===== src/rtl/pid_speed_regulator_unit_macros.svh =====
// Assertion macros for the speed regulator.
// Define ASSERT_OFF to compile every assertion away.
`ifndef PID_SPEED_REGULATOR_UNIT_MACROS_SVH
`define PID_SPEED_REGULATOR_UNIT_MACROS_SVH

`ifndef ASSERT_OFF
`define PSR_ASSERT(lbl, prop) \
   lbl: assert property (@(posedge clock) disable iff (reset) prop) \
      else $error("psr assertion failed");
`define PSR_ASSERT_NEVER(lbl, cond) \
   lbl: assert property (@(posedge clock) disable iff (reset) !(cond)) \
      else $error("psr forbidden condition seen");
`else
`define PSR_ASSERT(lbl, prop)
`define PSR_ASSERT_NEVER(lbl, cond)
`endif

`endif


===== src/rtl/psr_pkg.sv =====
`timescale 1ns / 1ps

package psr_pkg;

   localparam int SAMPLE_BITS_DEF = 10;
   localparam int PWM_BITS_DEF    = 8;
   localparam int GAIN_W          = 16;
   localparam int FRAC_BITS       = 8;

   localparam logic [GAIN_W-1:0] PROP_GAIN_RESET  = 16'd4288;
   localparam logic [GAIN_W-1:0] INTEG_GAIN_RESET = 16'd0;
   localparam logic [GAIN_W-1:0] DERIV_GAIN_RESET = 16'd0;

   localparam int CSR_INDEX_W = 2;

   typedef enum logic [CSR_INDEX_W-1:0] {
      CSR_PROP_GAIN  = 2'd0,
      CSR_INTEG_GAIN = 2'd1,
      CSR_DERIV_GAIN = 2'd2
   } csr_index_type;

   // load: the stage register takes a new word this cycle
   // src_valid: the word offered by the stage upstream is real
   typedef struct packed {
      logic load;
      logic src_valid;
   } stage_ctl_type;

endpackage


===== src/rtl/pid_speed_regulator_unit.sv =====
`timescale 1ns / 1ps
// PID speed regulator, derivative taken on the measurement.
// Request channel (req_valid/req_ready): one word per sample tick, carrying
// the measured value and the setpoint. Response channel (rsp_valid/
// rsp_ready): one word per request, the clamped drive level and the PWM duty
// derived from it (drive * (2^PWM_BITS-1) / (2^SAMPLE_BITS-1), truncated).
// Gains are written through the csr_ port: index 0 proportional, 1 integral,
// 2 derivative, all unsigned Q8.8; index 3 is ignored. Write them only while
// no word is in flight.
// From request accept to response valid the word passes three registers: the
// input register takes it at the accept edge, then the control-law register
// (three gain multipliers, sum, clamp) and then the result register (constant
// scaling to the PWM range). Throughput is one word per cycle while the
// receiver does not stall, paced by the control-law stage, which also updates
// the integral and the last measurement in request order.
// Reset clears all pipeline valids, the integral and the last measurement,
// and loads the default gains. When the receiver stalls, the response word
// holds and the stages behind it keep filling; req_ready drops only once all
// three stages hold words.
`include "pid_speed_regulator_unit_macros.svh"

module pid_speed_regulator_unit #(
   parameter int SAMPLE_BITS = psr_pkg::SAMPLE_BITS_DEF,
   parameter int PWM_BITS    = psr_pkg::PWM_BITS_DEF
) (
   input  logic                               clock,
   input  logic                               reset,
   input  logic                               req_valid,
   output logic                               req_ready,
   input  logic [SAMPLE_BITS-1:0]             req_measured,
   input  logic [SAMPLE_BITS-1:0]             req_target,
   output logic                               rsp_valid,
   input  logic                               rsp_ready,
   output logic [SAMPLE_BITS-1:0]             rsp_drive_level,
   output logic [PWM_BITS-1:0]                rsp_pwm_duty,
   input  logic                               csr_write_en,
   input  logic [psr_pkg::CSR_INDEX_W-1:0]    csr_index,
   input  logic [psr_pkg::GAIN_W-1:0]         csr_wdata
);

   // gain registers
   logic [psr_pkg::GAIN_W-1:0] prop_gain_ff;
   logic [psr_pkg::GAIN_W-1:0] integ_gain_ff;
   logic [psr_pkg::GAIN_W-1:0] deriv_gain_ff;

   // input stage
   logic                   in_valid_ff;
   logic [SAMPLE_BITS-1:0] meas_ff;
   logic [SAMPLE_BITS-1:0] tgt_ff;

   // pipeline movement
   logic                   adv_in;
   logic                   adv_law;
   logic                   adv_out;
   logic                   drive_valid;
   logic [SAMPLE_BITS-1:0] drive_level;
   psr_pkg::stage_ctl_type law_ctl;
   psr_pkg::stage_ctl_type out_ctl;

   // Each stage advances when it is empty or the stage after it advances.
   assign adv_out = !rsp_valid || rsp_ready;
   assign adv_law = !drive_valid || adv_out;
   assign adv_in  = !in_valid_ff || adv_law;
   assign req_ready = adv_in;

   assign law_ctl.load      = adv_law;
   assign law_ctl.src_valid = in_valid_ff;
   assign out_ctl.load      = adv_out;
   assign out_ctl.src_valid = drive_valid;

   // Decode gain writes; the unused index drops the word.
   always_ff @(posedge clock) begin
      if (reset) begin
         prop_gain_ff  <= psr_pkg::PROP_GAIN_RESET;
         integ_gain_ff <= psr_pkg::INTEG_GAIN_RESET;
         deriv_gain_ff <= psr_pkg::DERIV_GAIN_RESET;
      end else if (csr_write_en) begin
         unique case (psr_pkg::csr_index_type'(csr_index))
            psr_pkg::CSR_PROP_GAIN:  prop_gain_ff  <= csr_wdata;
            psr_pkg::CSR_INTEG_GAIN: integ_gain_ff <= csr_wdata;
            psr_pkg::CSR_DERIV_GAIN: deriv_gain_ff <= csr_wdata;
            default: ;
         endcase
      end
   end

   // Capture the request word.
   always_ff @(posedge clock) begin
      if (reset) begin
         in_valid_ff <= 1'b0;
      end else if (adv_in) begin
         in_valid_ff <= req_valid;
      end
   end

   always_ff @(posedge clock) begin
      if (adv_in && req_valid) begin
         meas_ff <= req_measured;
         tgt_ff  <= req_target;
      end
   end

   psr_law #(
      .SAMPLE_BITS (SAMPLE_BITS)
   ) u_law (
      .clock       (clock),
      .reset       (reset),
      .ctl         (law_ctl),
      .measured    (meas_ff),
      .target      (tgt_ff),
      .prop_gain   (prop_gain_ff),
      .integ_gain  (integ_gain_ff),
      .deriv_gain  (deriv_gain_ff),
      .drive_valid (drive_valid),
      .drive_level (drive_level)
   );

   psr_scale #(
      .SAMPLE_BITS (SAMPLE_BITS),
      .PWM_BITS    (PWM_BITS)
   ) u_scale (
      .clock           (clock),
      .reset           (reset),
      .ctl             (out_ctl),
      .drive_level     (drive_level),
      .rsp_valid       (rsp_valid),
      .rsp_drive_level (rsp_drive_level),
      .rsp_pwm_duty    (rsp_pwm_duty)
   );

   // A word leaving the input stage must land in the control-law stage.
   `PSR_ASSERT(a_law_fill, (in_valid_ff && adv_law) |=> drive_valid)
   // A control-law word blocked downstream must hold its value.
   `PSR_ASSERT(a_law_hold, (drive_valid && !adv_law) |=> $stable(drive_level))
   // Full-scale drive maps to full-scale duty, zero to zero.
   `PSR_ASSERT(a_duty_top, (rsp_valid && (&rsp_drive_level)) |-> (&rsp_pwm_duty))
   `PSR_ASSERT_NEVER(a_duty_zero, rsp_valid && (rsp_drive_level == '0) && (rsp_pwm_duty != '0))

endmodule


===== src/rtl/psr_law.sv =====
`timescale 1ns / 1ps

module psr_law #(
   parameter int SAMPLE_BITS = psr_pkg::SAMPLE_BITS_DEF
) (
   input  logic                           clock,
   input  logic                           reset,
   input  psr_pkg::stage_ctl_type         ctl,
   input  logic [SAMPLE_BITS-1:0]         measured,
   input  logic [SAMPLE_BITS-1:0]         target,
   input  logic [psr_pkg::GAIN_W-1:0]     prop_gain,
   input  logic [psr_pkg::GAIN_W-1:0]     integ_gain,
   input  logic [psr_pkg::GAIN_W-1:0]     deriv_gain,
   output logic                           drive_valid,
   output logic [SAMPLE_BITS-1:0]         drive_level
);

   localparam int N     = SAMPLE_BITS;
   localparam int G     = psr_pkg::GAIN_W;
   localparam int FRAC  = psr_pkg::FRAC_BITS;
   localparam int PRD_W = N + G + 2;
   localparam int ACC_W = N + G + 3;

   logic                   valid_ff;
   logic [N-1:0]           drive_ff;
   logic [N-1:0]           drive_in;
   logic [N-1:0]           integral_ff;
   logic [N-1:0]           integral_in;
   logic [N-1:0]           prev_ff;

   logic signed [N:0]      err;
   logic signed [N:0]      dmeas;
   logic signed [N+1:0]    integ_sum;
   logic signed [PRD_W-1:0] p_prod;
   logic signed [PRD_W-1:0] d_prod;
   logic [N+G-1:0]         i_prod;
   logic signed [ACC_W-1:0] acc;

   assign err   = $signed({1'b0, target}) - $signed({1'b0, measured});
   assign dmeas = $signed({1'b0, measured}) - $signed({1'b0, prev_ff});

   // saturate the running error sum at both rails
   assign integ_sum = $signed({2'b00, integral_ff}) + $signed({err[N], err});

   always_comb begin
      if (integ_sum[N+1]) begin
         integral_in = '0;
      end else if (integ_sum[N]) begin
         integral_in = '1;
      end else begin
         integral_in = integ_sum[N-1:0];
      end
   end

   assign p_prod = $signed({1'b0, prop_gain}) * err;
   assign d_prod = $signed({1'b0, deriv_gain}) * dmeas;
   assign i_prod = integ_gain * integral_in;

   assign acc = ACC_W'(p_prod) + $signed({3'b000, i_prod}) - ACC_W'(d_prod);

   // drop the fraction, then clamp to the sample range
   always_comb begin
      if (acc[ACC_W-1]) begin
         drive_in = '0;
      end else if (|acc[ACC_W-2:FRAC+N]) begin
         drive_in = '1;
      end else begin
         drive_in = acc[FRAC+N-1:FRAC];
      end
   end

   always_ff @(posedge clock) begin
      if (reset) begin
         valid_ff    <= 1'b0;
         integral_ff <= '0;
         prev_ff     <= '0;
      end else if (ctl.load) begin
         valid_ff <= ctl.src_valid;
         if (ctl.src_valid) begin
            integral_ff <= integral_in;
            prev_ff     <= measured;
         end
      end
   end

   always_ff @(posedge clock) begin
      if (ctl.load && ctl.src_valid) begin
         drive_ff <= drive_in;
      end
   end

   assign drive_valid = valid_ff;
   assign drive_level = drive_ff;

endmodule


===== src/rtl/psr_scale.sv =====
`timescale 1ns / 1ps

module psr_scale #(
   parameter int SAMPLE_BITS = psr_pkg::SAMPLE_BITS_DEF,
   parameter int PWM_BITS    = psr_pkg::PWM_BITS_DEF
) (
   input  logic                    clock,
   input  logic                    reset,
   input  psr_pkg::stage_ctl_type  ctl,
   input  logic [SAMPLE_BITS-1:0]  drive_level,
   output logic                    rsp_valid,
   output logic [SAMPLE_BITS-1:0]  rsp_drive_level,
   output logic [PWM_BITS-1:0]     rsp_pwm_duty
);

   localparam int N   = SAMPLE_BITS;
   localparam int P   = PWM_BITS;
   localparam int P_W = N + P;
   localparam int T_W = N + P + 1;
   localparam logic [T_W-1:0] D_MAX = T_W'((1 << N) - 1);

   logic               valid_ff;
   logic [N-1:0]       drive_ff;
   logic [P-1:0]       duty_ff;
   logic [P-1:0]       duty_in;

   logic [P_W-1:0]     prod;
   logic [T_W-1:0]     approx;
   logic [P:0]         q_est;
   logic [T_W-1:0]     rem;
   logic [P:0]         q_fix;

   // drive * (2^P - 1) as a shift and subtract
   assign prod = {drive_level, {P{1'b0}}} - P_W'(drive_level);

   // divide by 2^N - 1 through its series; the estimate is low by at most one
   assign approx = T_W'(prod) + T_W'(prod >> N) + T_W'(prod >> (2 * N));
   assign q_est  = approx[T_W-1:N];
   assign rem    = T_W'(prod) - (T_W'(q_est) << N) + T_W'(q_est);
   assign q_fix  = (rem >= D_MAX) ? (q_est + (P+1)'(1)) : q_est;
   assign duty_in = q_fix[P-1:0];

   always_ff @(posedge clock) begin
      if (reset) begin
         valid_ff <= 1'b0;
      end else if (ctl.load) begin
         valid_ff <= ctl.src_valid;
      end
   end

   always_ff @(posedge clock) begin
      if (ctl.load && ctl.src_valid) begin
         drive_ff <= drive_level;
         duty_ff  <= duty_in;
      end
   end

   assign rsp_valid       = valid_ff;
   assign rsp_drive_level = drive_ff;
   assign rsp_pwm_duty    = duty_ff;

endmodule


===== config.mk =====
export PLATFORM = sky130hd
export DESIGN_NAME = pid_speed_regulator_unit
export DESIGN_NICKNAME = d
export VERILOG_FILES = /design/src/rtl/psr_pkg.sv /design/src/rtl/pid_speed_regulator_unit.sv /design/src/rtl/psr_law.sv /design/src/rtl/psr_scale.sv
export VERILOG_INCLUDE_DIRS = /design/src /design/src/rtl
export SDC_FILE = /design/constraint.sdc
export NUM_CORES = 2
export LEC_CHECK = 0
export BUFFER_PORTS_ARGS = -buffer_cell sky130_fd_sc_hd__buf_4
export CORE_AREA = 2 2 200 202
export DETAILED_ROUTE_END_ITERATION = 10
export DIE_AREA = 0 0 202 204
export PLACE_DENSITY = 0.82
export SYNTH_ARGS = -nofsm -noshare
export SYNTH_HDL_FRONTEND = slang
export SYNTH_SLANG_ARGS = --single-unit

===== constraint.sdc =====
create_clock -name clock -period 46 [get_ports clock]
set_input_delay 11.5 -clock clock [delete_from_list [all_inputs] [get_ports clock]]
set_output_delay 11.5 -clock clock [all_outputs]
set_load 0.01 [all_outputs]

==> out/qor.yml <==
outcome:
  result_of_the_run: "completed"
timing:
  max_freq_mhz: 42.0
  tightestPinTransition_ns: 1.25
  max-slew-margin-rel_pct: 16.1
  maxSlewViolCount: 0
  worst_hold_slack_ns: 0.457
  unrepaired_setup_endpoints_after_global_routing: "no"
  final-setup-viol-count: 0
  final.setup_skew_ns: 0.0148
  timing_hold_violations_final: 0
  setup_tns_ns: 0
  final.period_utilization_pct: 51.7
  post-route-min-period_ns: 23.79
drt:
  drt-pass1-iter-count: 8
  route.antenna.remaining_nets: 0
  final_wirelength_um: 61000
  via_per_inst: 5.74
  first_iter_violations: 1321
  detailed_route_via_count: 19600
  drcViolationCount: 0
  wire_per_inst_um: 17.9
synth:
  synthTopCellsByCount: "sky130_fd_sc_hd__inv_1, sky130_fd_sc_hd__fa_1, sky130_fd_sc_hd__nand2_1, sky130_fd_sc_hd__ha_1, sky130_fd_sc_hd__and2_1"
  yosys.cell_types.count: 94
  yosysSeqAreaShare_pct: 11.4
  synthDominantAreaCellType: "sky130_fd_sc_hd__fa_1"
  synth_async_sr_flop_share_pct: 0
  yosys_most_used_dff: "sky130_fd_sc_hd__dfxtp_1"
  number_of_synthesized_flops_with_an_enable_pin: 48
  syn-num-nets: 3624
  ys_top_cells_by_area: "sky130_fd_sc_hd__fa_1, sky130_fd_sc_hd__ha_1, sky130_fd_sc_hd__inv_1"
  synthesis.area_mm2: 0.0252
  synth.most_common_cell: "sky130_fd_sc_hd__inv_1"
  ys_ff_latch: 119
  synth.yosys.warnings: 0
  synth.avg_cell_area_um2: 8.75
  yosys.area.top_type_share_pct: 35.0
  synthCells: 2878
clocking:
  cts_made_buffers: 17
  clockRootBuffer: "sky130_fd_sc_hd__clkbuf_16"
  htree_num_levels: 4
  cts.clk_slew.worst_paths_ns: 0.06
  cts_buffer_depth: 2
  source_to_sink_clock_delay_at_the_later_pin_of_the_worst_skew_pair_ns: 0.43
  tritoncts: "yes"
  cts-hold-fix-buffers: 0
  cts_setup_buffers: 0
  postCtsResizedCells: 0
  clock_sink_count: 119
finish:
  syn2layout_area_growth_pct: 5.94
  antenna-diode-count: 0
  final_layout_size_suffix_gt1_share_pct: 6.03
  fin_area_mm2: 0.0267
  layout.cells.non_filler: 3410
  num-nets-final: 3618
  fillers: 2949
critical_path:
  cp_slowest_cell: "sky130_fd_sc_hd__nor2b_1"
  critical_path_peak_fanout: 6
  crit_path_start: "rsp_ready"
  worst_path_cell_chain: "buf_4 > nor2b_1 > nand3_1 > buf_4"
  critPathRequiredTime_ns: 34.50
  most_frequent_cell_on_critical_path: "sky130_fd_sc_hd__buf_4"
  type_of_the_worst_setup_path: "in -> out"
  crit_arrival_ns: 12.29
  worst-path-buf-inv: 2
  crit_path_max_incr_delay_ns: 0.35
  timing.critical_path.from_type: "input pin"
  end_kind: "output port"
  regToRegStartpoint: "tgt_ff[0]"
  crit_family: "simple AND/OR/NAND/NOR gates"
grt:
  number_of_antenna_violations_at_the_first_check_in_global_routing: 1
  grt_overflow: 0
  first_pass_grt_wire_length_um: 101000
  maximum_number_of_pins_on_one_net_before_global_route_repair: 64
  first_global_vias: 20800
  groute.usage.overall_pct: 30.8
placed_design:
  place_congestion: 0.963
  dp_hpwl_um: 49800
  placed_standard_cell_area_mm2: 0.0261
  numPortBuffers: 62
  placed_cells: 3378
floorplanning:
  core-area_mm2: 0.0392
  placement_rows: 73
  floorplan.initialDensity_pct: 64.3
  die_width_um: 202
  number_of_top_level_design_ports: 63
  floorplan.die_area_mm2: 0.0412
  die_h_um: 204
flow_run:
  max_cap_violations: 0
worst_hold_path:
  hold_start: "u_law.prev_ff[9]"
  worst_hold_path_type: "reg -> reg"
routing by layer:
metal,up-vias,track usage (%),share of wire [%]
li1,8864,-,-
met1,9774,37.0,38
met2,750,55.4,51
met3,188,4.62,7.0
met4,0,12.5,3.8
met5,-,0,0
final timing paths:
path	to	slack, ns	cells after the start
setup / recovery	req_ready	22.21	4
setup reg to reg	u_law.drive_level[1]	29.18	54
hold reg to reg	u_law.prev_ff[9]	0.46	2
hold / removal	u_law.prev_ff[9]	0.46	2
flip-flops by register name, summed over array words and instances, names as in the netlist, 8 cells and up:
signal,flops
tgt_ff,10
u_scale.rsp_drive_level,10
deriv_gain_ff,16
u_law.prev_ff,10
integ_gain_ff,16
meas_ff,10
u_law.drive_level,10
u_law.integral_ff,10
prop_gain_ff,16
u_scale.rsp_pwm_duty,8
placed cells by master (no fill, tap or decap), types with 7 or more instances in the layout:
cell,netlist,final
sky130_fd_sc_hd__nor2b_1,25,24
sky130_fd_sc_hd__or2_2,16,16
sky130_fd_sc_hd__xor2_1,22,22
sky130_fd_sc_hd__inv_1,629,629
sky130_fd_sc_hd__a21oi_1,133,133
sky130_fd_sc_hd__a211oi_1,18,18
sky130_fd_sc_hd__nor2_1,72,72
sky130_fd_sc_hd__or3_1,10,10
sky130_fd_sc_hd__nor3_1,16,16
sky130_fd_sc_hd__o21bai_1,8,8
sky130_fd_sc_hd__nand3_1,11,11
sky130_fd_sc_hd__nand3b_1,9,9
sky130_fd_sc_hd__nand2b_1,16,16
sky130_fd_sc_hd__a31oi_1,8,7
sky130_fd_sc_hd__xnor2_1,66,65
sky130_fd_sc_hd__o21ai_0,44,44
sky130_fd_sc_hd__nand2_1,434,434
sky130_fd_sc_hd__fa_1,440,440
sky130_fd_sc_hd__a21o_1,38,38
sky130_fd_sc_hd__o21a_1,20,20
sky130_fd_sc_hd__edfxtp_1,48,48
sky130_fd_sc_hd__ha_1,263,263
sky130_fd_sc_hd__buf_4,1,89
sky130_fd_sc_hd__clkbuf_16,0,18
sky130_fd_sc_hd__nand4_1,15,15
sky130_fd_sc_hd__dfxtp_1,71,71
sky130_fd_sc_hd__a32o_1,10,10
sky130_fd_sc_hd__and2_1,204,204
cell families (layout without fill, tap and decap cells):
kind of cell / Yosys count / count (layout) / share of synthesized area (%)
simple gates: 865 / 865 / 16.8
buf+inv: 744 / 751 / 11.2
fa+ha+maj: 703 / 703 / 48.0
compound gates: 350 / 350 / 9.02
flops: 119 / 119 / 11.4
xor+xnor: 89 / 89 / 3.17
mux: 8 / 8 / 0.343
area by class of cell:
| cell class | count | area (um^2) | area share, % |
|---|---|---|---|
| multi-input combinational | 2015 | 19500 | 73.2 |
| sequential | 119 | 2860 | 10.7 |
| inverter | 630 | 2360 | 8.86 |
| timing repair buffer | 89 | 668 | 2.50 |
| tap | 525 | 657 | 2.46 |
| clock buffer | 19 | 454 | 1.70 |
| clock inverter | 13 | 140 | 0.525 |
through the flow:
step                      worst slack, ns  util (%)
after floorplan                     22.57         -
final                               22.21      68.1
after global routing                22.14      68.1
after CTS                           22.21      68.1
after global placement              22.23      66.6
after detailed placement            22.21      66.6
worst min-delay path: stages, from the launching register on:
cell and delay (ns):
sky130_fd_sc_hd__dfxtp_1 0.31, sky130_fd_sc_hd__nand2_1 0.05, sky130_fd_sc_hd__a21oi_1 0.05
Power is not shown: default switching activity piles up to over one toggle a cycle in this logic, so the estimate is an artifact.
